<file path="src/rtl/acfp_pkg.sv">
// Shared constants and character helpers for the ASCII coordinate frame parser.
// No dependencies.
package acfp_pkg;

  localparam int FIELD_COUNT = 16;
  localparam int FIELD_W     = $clog2(FIELD_COUNT + 1);

  localparam int IDX_W   = 4;
  localparam int VALUE_W = 16;

  localparam logic [7:0] CHAR_OPEN  = 8'h40;  // '@'
  localparam logic [7:0] CHAR_PLUS  = 8'h2B;
  localparam logic [7:0] CHAR_MINUS = 8'h2D;
  localparam logic [7:0] CHAR_ZERO  = 8'h30;
  localparam logic [7:0] CHAR_NINE  = 8'h39;
  localparam logic [7:0] CHAR_SPACE = 8'h20;
  localparam logic [7:0] CHAR_TAB   = 8'h09;
  localparam logic [7:0] CHAR_CR    = 8'h0D;

  localparam logic signed [20:0] SAT_MAX = 21'sd32767;
  localparam logic signed [20:0] SAT_MIN = -21'sd32768;

  // result payload: index in the low bits, then the value, padded to bytes
  localparam int OUT_DATA_W = ((IDX_W + VALUE_W + 7) / 8) * 8;

  function automatic logic is_digit(input logic [7:0] c);
    return (c >= CHAR_ZERO) && (c <= CHAR_NINE);
  endfunction

  function automatic logic is_blank(input logic [7:0] c);
    return (c == CHAR_SPACE) || ((c >= CHAR_TAB) && (c <= CHAR_CR));
  endfunction

endpackage

</file>
<file path="src/rtl/ascii_coordinate_frame_parser.sv">
// ASCII coordinate frame parser: top level with field state and result register.
// Depends on acfp_pkg.
//
// Takes one received UART byte per transfer and returns a parsed coordinate
// whenever a field closes. A burst (in_tuser marks its first byte, in_tlast
// its last) that opens with '@' starts a frame of up to FIELD_COUNT signed
// decimal fields, given out as x1,y1..x8,y8 with values saturated to 16 bits.
// Each byte is handled as it is accepted: the field state updates at the transfer
// and any result lands in a single output register, so a byte is accepted
// every cycle as long as the result side keeps taking results. A result
// waiting in the output register stalls the input only when out_tready is low.
module ascii_coordinate_frame_parser (
  input  logic                             clk,
  input  logic                             rst_n,
  input  logic                             in_tvalid,
  output logic                             in_tready,
  input  logic [7:0]                       in_tdata,   // [7:0] rx_byte
  input  logic                             in_tuser,   // [0] burst_first
  input  logic                             in_tlast,   // burst_last
  output logic                             out_tvalid,
  input  logic                             out_tready,
  output logic [acfp_pkg::OUT_DATA_W-1:0]  out_tdata,  // [3:0] field_index, [19:4] coord_value
  output logic                             out_tlast   // frame_last
);
  import acfp_pkg::*;

  logic                      in_frame_r, in_frame_nxt;
  logic [FIELD_W-1:0]        field_r, field_nxt;
  logic signed [VALUE_W-1:0] acc_r, acc_nxt;
  logic                      neg_r, neg_nxt;
  logic                      started_r, started_nxt;

  logic                      out_valid_r, out_valid_nxt;
  logic [IDX_W-1:0]          out_idx_r, out_idx_nxt;
  logic signed [VALUE_W-1:0] out_val_r, out_val_nxt;
  logic                      out_last_r, out_last_nxt;

  logic                      accept;
  logic [7:0]                c;
  logic                      c_digit, c_blank, c_sign, taken, emit;
  logic signed [20:0]        prod, sum;
  logic signed [VALUE_W-1:0] acc_digit;
  logic [FIELD_W+IDX_W-1:0]  field_ext;

  assign in_tready = !out_valid_r || out_tready;
  assign accept    = in_tvalid && in_tready;
  assign c         = in_tdata;

  assign c_digit = is_digit(c);
  assign c_blank = !started_r && is_blank(c);
  assign c_sign  = !started_r && ((c == CHAR_PLUS) || (c == CHAR_MINUS));
  assign taken   = c_digit || c_blank || c_sign;

  // acc * 10 = acc * 8 + acc * 2, then add or subtract the digit and saturate
  assign prod = (21'(acc_r) <<< 3) + (21'(acc_r) <<< 1);
  assign sum  = neg_r ? (prod - 21'(c - CHAR_ZERO)) : (prod + 21'(c - CHAR_ZERO));
  always_comb begin
    if (sum > SAT_MAX) begin
      acc_digit = VALUE_W'(SAT_MAX);
    end else if (sum < SAT_MIN) begin
      acc_digit = VALUE_W'(SAT_MIN);
    end else begin
      acc_digit = sum[VALUE_W-1:0];
    end
  end

  assign field_ext = {{IDX_W{1'b0}}, field_r};

  always_comb begin
    in_frame_nxt  = in_frame_r;
    field_nxt     = field_r;
    acc_nxt       = acc_r;
    neg_nxt       = neg_r;
    started_nxt   = started_r;
    out_valid_nxt = out_valid_r && !out_tready;
    out_idx_nxt   = out_idx_r;
    out_val_nxt   = out_val_r;
    out_last_nxt  = out_last_r;
    emit          = 1'b0;

    if (accept) begin
      if (in_tuser) begin
        // new burst: restart, '@' opens a frame unless the burst ends here
        in_frame_nxt = (c == CHAR_OPEN) && !in_tlast;
        field_nxt    = '0;
        acc_nxt      = '0;
        neg_nxt      = 1'b0;
        started_nxt  = 1'b0;
      end else if (in_frame_r) begin
        if (field_r < FIELD_W'(FIELD_COUNT)) begin
          if (c_digit) begin
            acc_nxt     = acc_digit;
            started_nxt = 1'b1;
          end else if (c_sign) begin
            neg_nxt     = (c == CHAR_MINUS);
            started_nxt = 1'b1;
          end
          emit = !taken || in_tlast;
          if (emit) begin
            out_valid_nxt = 1'b1;
            out_idx_nxt   = field_ext[IDX_W-1:0];
            out_val_nxt   = c_digit ? acc_digit : acc_r;
            out_last_nxt  = (field_r == FIELD_W'(FIELD_COUNT - 1));
            field_nxt     = field_r + 1'b1;
            acc_nxt       = '0;
            neg_nxt       = 1'b0;
            started_nxt   = 1'b0;
          end
        end
        if (in_tlast) begin
          // burst end closes the frame
          in_frame_nxt = 1'b0;
          field_nxt    = '0;
          acc_nxt      = '0;
          neg_nxt      = 1'b0;
          started_nxt  = 1'b0;
        end
      end
    end
  end

  always_ff @(posedge clk) begin
    if (!rst_n) begin
      in_frame_r  <= 1'b0;
      field_r     <= '0;
      acc_r       <= '0;
      neg_r       <= 1'b0;
      started_r   <= 1'b0;
      out_valid_r <= 1'b0;
    end else begin
      in_frame_r  <= in_frame_nxt;
      field_r     <= field_nxt;
      acc_r       <= acc_nxt;
      neg_r       <= neg_nxt;
      started_r   <= started_nxt;
      out_valid_r <= out_valid_nxt;
    end
  end

  always_ff @(posedge clk) begin
    out_idx_r  <= out_idx_nxt;
    out_val_r  <= out_val_nxt;
    out_last_r <= out_last_nxt;
  end

  assign out_tvalid = out_valid_r;
  assign out_tdata  = {{(OUT_DATA_W - IDX_W - VALUE_W){1'b0}}, out_val_r, out_idx_r};
  assign out_tlast  = out_last_r;

endmodule
</file>
<file path="config.mk">
export PLATFORM = sky130hd
export DESIGN_NAME = ascii_coordinate_frame_parser
export DESIGN_NICKNAME = d
export VERILOG_FILES = /design/src/rtl/acfp_pkg.sv /design/src/rtl/ascii_coordinate_frame_parser.sv
export SDC_FILE = /design/constraint.sdc
export NUM_CORES = 1
export LEC_CHECK = 0
export ABC_AREA = 1
export ABC_CLOCK_PERIOD_IN_PS = 3920
export BUFFER_PORTS_ARGS = -buffer_cell sky130_fd_sc_hd__buf_2
export CORE_ASPECT_RATIO = 1.1
export CORE_UTILIZATION = 35
export DETAILED_ROUTE_END_ITERATION = 8
export SYNTH_ARGS = -nofsm -noshare
export SYNTH_HDL_FRONTEND = slang
export SYNTH_SLANG_ARGS = --single-unit
</file>
<file path="constraint.sdc">
create_clock -name clk -period 3.92 [get_ports clk]
set_input_delay 0.588 -clock clk [delete_from_list [all_inputs] [get_ports clk]]
set_output_delay 0.588 -clock clk [all_outputs]
set_load 0.05 [all_outputs]
</file>
==> impl_metrics.env <==
export IMPL_drt_iter0_drc=320
export IMPL_setup_ws_ns=-0.4094
export IMPL_synthCells=912
export IMPL_synth_main_ff_cell="dfxtp_1"
export IMPL_rows=48
export IMPL_numCtsBuffers=5
export IMPL_hold_path_depth=0
export IMPL_power_density_nw_per_um2=176.8
export IMPL_vias=6041
export IMPL_min_to="out_idx_r[3]$_DFFE_PP_"
export IMPL_power_leakage_nw=3.865
export IMPL_slowest_delay_ns=0.38
export IMPL_tns_ns=-11.29
export IMPL_clockBufferDepth=2
export IMPL_grt_pass1_vias=5739
export IMPL_crit_type="flip-flop to flip-flop"
export IMPL_synth_top_area_share_pct=18.29
export IMPL_min_path_type="flip-flop to flip-flop"
export IMPL_cts_root_buffer="clkbuf_16"
export IMPL_grt_max_degree=32
export IMPL_die_y_um=135.4
export IMPL_internal_power_w=0.0008803
export IMPL_switching_power_w=0.0004577
export IMPL_htreeDepth=2
export IMPL_antenna_found_initial=0
export IMPL_synth_area_um2=5663
export IMPL_hp_start="field_r[3]$_SDFFE_PN0P_"
export IMPL_post_drt_wl_per_cell_um=13.53
export IMPL_worst_slew_pin_slew_ns=0.7843
export IMPL_initial_core_util_pct=35.99
export IMPL_yosysWarnings=0
export IMPL_cp_start_kind="flip-flop"
export IMPL_vdd_drop_max_uv=189.5
export IMPL_clock_skew_ns=0.004144
export IMPL_synth_distinct_cells=46
export IMPL_rr_worst_depth=30
export IMPL_synth_top_cell_by_area="nand2_1"
export IMPL_ctsHoldBuffers=0
export IMPL_synth_common_cells="276 x nand2_1, 146 x inv_1, 63 x nor2_1, 62 x a21oi_1, 60 x nand3_1"
export IMPL_setup_violations=30
export IMPL_antenna_left=0
export IMPL_gr_total_overflow=0
export IMPL_drv_slew=0
export IMPL_die_area_um2=16690
export IMPL_track_usage_pct=20.25
export IMPL_rrSetupSlack_ns=-0.41
export IMPL_drc=0
export IMPL_ys_ff_latch=46
export IMPL_die_w_um=123.3
export IMPL_io_buffer_count=36
export IMPL_cp_end_kind="flip-flop"
export IMPL_relSlewSlack_pct=47.66
export IMPL_clkLatencyLatePin_ns=0.29
export IMPL_cts_sinks=46
export IMPL_crit_fanout=7
export IMPL_cts_tree="built"
export IMPL_power_frac_seq_pct=38.1
export IMPL_clk_pin_slew_ns=0.07
export IMPL_gp_congestion=0.8918
export IMPL_grt_pass1_wl_um=26950
export IMPL_design_core_area_um2=15740
export IMPL_fillCellCount=1638
export IMPL_required_ns=3.96
export IMPL_pin_count=41
export IMPL_min_period_ns=4.329
export IMPL_synthTopCellsByArea="nand2_1 18%, ha_1 13%, edfxtp_1 11%"
export IMPL_violations="setup timing"
export IMPL_timing_rr_end="out_val_r[0]$_DFFE_PP_"
export IMPL_viasPerCell=4.825
export IMPL_status="finished, violations left"
export IMPL_r2r_start="acc_r[2]$_SDFFE_PN0P_"
export IMPL_fin_crit_sh_pct=110.4
export IMPL_combinationalPowerShare_pct=30.2
export IMPL_synth_edf_count=21
export IMPL_ys_seq_area_share_pct=19.97
export IMPL_final_nets=1127
export IMPL_dp_hpwl_um=13080
export IMPL_syn_avg_cell_area_um2=6.209
export IMPL_area_delta_synth_final_pct=33.67
export IMPL_dr_pass1_iters=5
export IMPL_grt_setup_unrepaired="yes"
export IMPL_drive_gt1_share_pct=27.95
export IMPL_maxCapViolCount=0
export IMPL_worst_path_most_repeated_cell="nand2_1"
export IMPL_power_frac_clock_pct=31.7
export IMPL_cp_data_arrival_time_ns=4.37
export IMPL_whs_ns=0.4294
export IMPL_swShare_pct=34.21
export IMPL_drt_total_wl_um=16950
export IMPL_max_freq_ghz=0.2310
export IMPL_finalHoldViolCount=0
export IMPL_ys_async_sr_fraction_pct=0
export IMPL_cpMaxStageDelayCell="dfxtp_4"
export IMPL_diodes=0
export IMPL_synth_most_common_cell="nand2_1"
-- power by group through the flow --
stage / Clock, W / Sequential, W / Combinational, W
global route: 0.000450 / 0.000510 / 0.000441
CTS: 0.000432 / 0.000510 / 0.000375
global placement: 0 / 0.000521 / 0.000357
detailed placement: 0 / 0.000521 / 0.000358
finish: 0.000424 / 0.000509 / 0.000404
floorplan: 0 / 0.000538 / 0.000226
-- repair_timing --
item / in CTS / in global routing
pin swaps: 4 / 46
resized for setup: 39 / 70
setup endpoints to repair: 32 / 32
cloned: 2 / 1
buffers inserted: 5 / 4
-- worst max path at each step --
stage,end,from,depth (start not counted)
2_1_floorplan,out_val_r[0]$_DFFE_PP_,acc_r[2]$_SDFFE_PN0P_,32
3_3_place_gp,out_val_r[1]$_DFFE_PP_,acc_r[2]$_SDFFE_PN0P_,27
3_5_place_dp,out_val_r[1]$_DFFE_PP_,acc_r[2]$_SDFFE_PN0P_,27
4_1_cts,acc_r[3]$_SDFFE_PN0P_,acc_r[2]$_SDFFE_PN0P_,30
5_1_grt,acc_r[6]$_SDFFE_PN0P_,acc_r[3]$_SDFFE_PN0P_,32
6_report,out_val_r[0]$_DFFE_PP_,acc_r[2]$_SDFFE_PN0P_,30
-- sequential cells by signal, indices dropped and copies added (netlist names) --
signal,cells
out_tlast,1
acc_r,16
out_tvalid,1
in_frame_r,1
out_idx_r,4
out_val_r,16
field_r,5
neg_r,1
started_r,1
-- stage by stage --
| step | instance area, um2 | instances | worst slack, ns | utilization (%) | total power [W] |
|---|---|---|---|---|---|
| floorplan | 5744 | 915 | -0.03847 | - | 0.0007637 |
| global placement | 6812 | 1232 | -0.6001 | 43.29 | 0.0008784 |
| detailed placement | 6812 | 1232 | -0.6000 | 43.29 | 0.0008790 |
| CTS | 7192 | 1247 | -0.3094 | 45.71 | 0.001317 |
| global route | 7570 | 1252 | -0.6759 | 48.11 | 0.001402 |
| finish | 7570 | 1252 | -0.4094 | 48.11 | 0.001338 |
-- worst max-delay path: cells and delay by family (launching register included) --
family | cells | cell delay (ns)
flops | 1 | 0.38
compound gates | 9 | 1.07
buf+inv | 4 | 0.47
xor+xnor | 1 | 0.24
fa+ha+maj | 3 | 0.76
simple gates | 13 | 1.14
-- kinds of logic after synthesis --
| logic type | after synthesis | synth area share [%] |
|---|---|---|
| xor gates and xnor gates | 28 | 4.330 |
| and+or+nand+nor | 460 | 34.58 |
| buffers and inverters | 185 | 13.63 |
| muxes | 1 | 0.1768 |
| DFF | 46 | 19.97 |
| adders and majority gates | 62 | 14.10 |
| AOI/OAI and AO/OA | 129 | 13.15 |
| other | 1 | 0.06622 |
-- placed cells by master (no fill, tap or decap), types with 3 or more instances in the layout --
master,count
nand3_2,16
o21bai_1,3
o21ai_2,5
o21ai_1,3
buf_12,3
buf_6,5
dfxtp_2,3
inv_1,143
a21oi_1,49
buf_2,36
buf_4,109
a21boi_0,6
clkbuf_16,6
nand3_1,45
nor3_1,14
ha_4,7
o21ai_0,21
conb_1,4
nor2_4,5
nand2_4,3
a21boi_2,7
nand4_1,9
edfxtp_1,21
xor2_1,20
ha_1,50
nor4_1,4
nand2_2,26
inv_2,12
nor2_1,57
a21boi_1,3
a21oi_2,17
nand2_1,260
xnor2_1,4
o211ai_1,5
dfxtp_1,20
nor3_2,5
nor2_2,7
-- final cells by class --
class                      instances  area (um2)  area share, %
sequential                        46        1142          15.09
tap                              200       250.2          3.306
timing repair buffer             156        1195          15.79
multi-input combinational        684        4240          56.02
clock inverter                     3       21.27         0.2810
clock buffer                       5       125.1          1.653
inverter                         158       595.6          7.868
-- metal layers --
metal | GRT usage (%) | part of all wire [%] | wire [um] | vias up
met5 | 0 | 0 | 0 | -
met4 | 5.355 | 2.1 | 358 | 0
met3 | 2.273 | 2.9 | 492 | 25
met2 | 35.66 | 49 | 8315 | 101
met1 | 25.88 | 46 | 7779 | 2749
li1 | - | - | - | 3166
No activity file was read; power rests on OpenSTA's default activity.
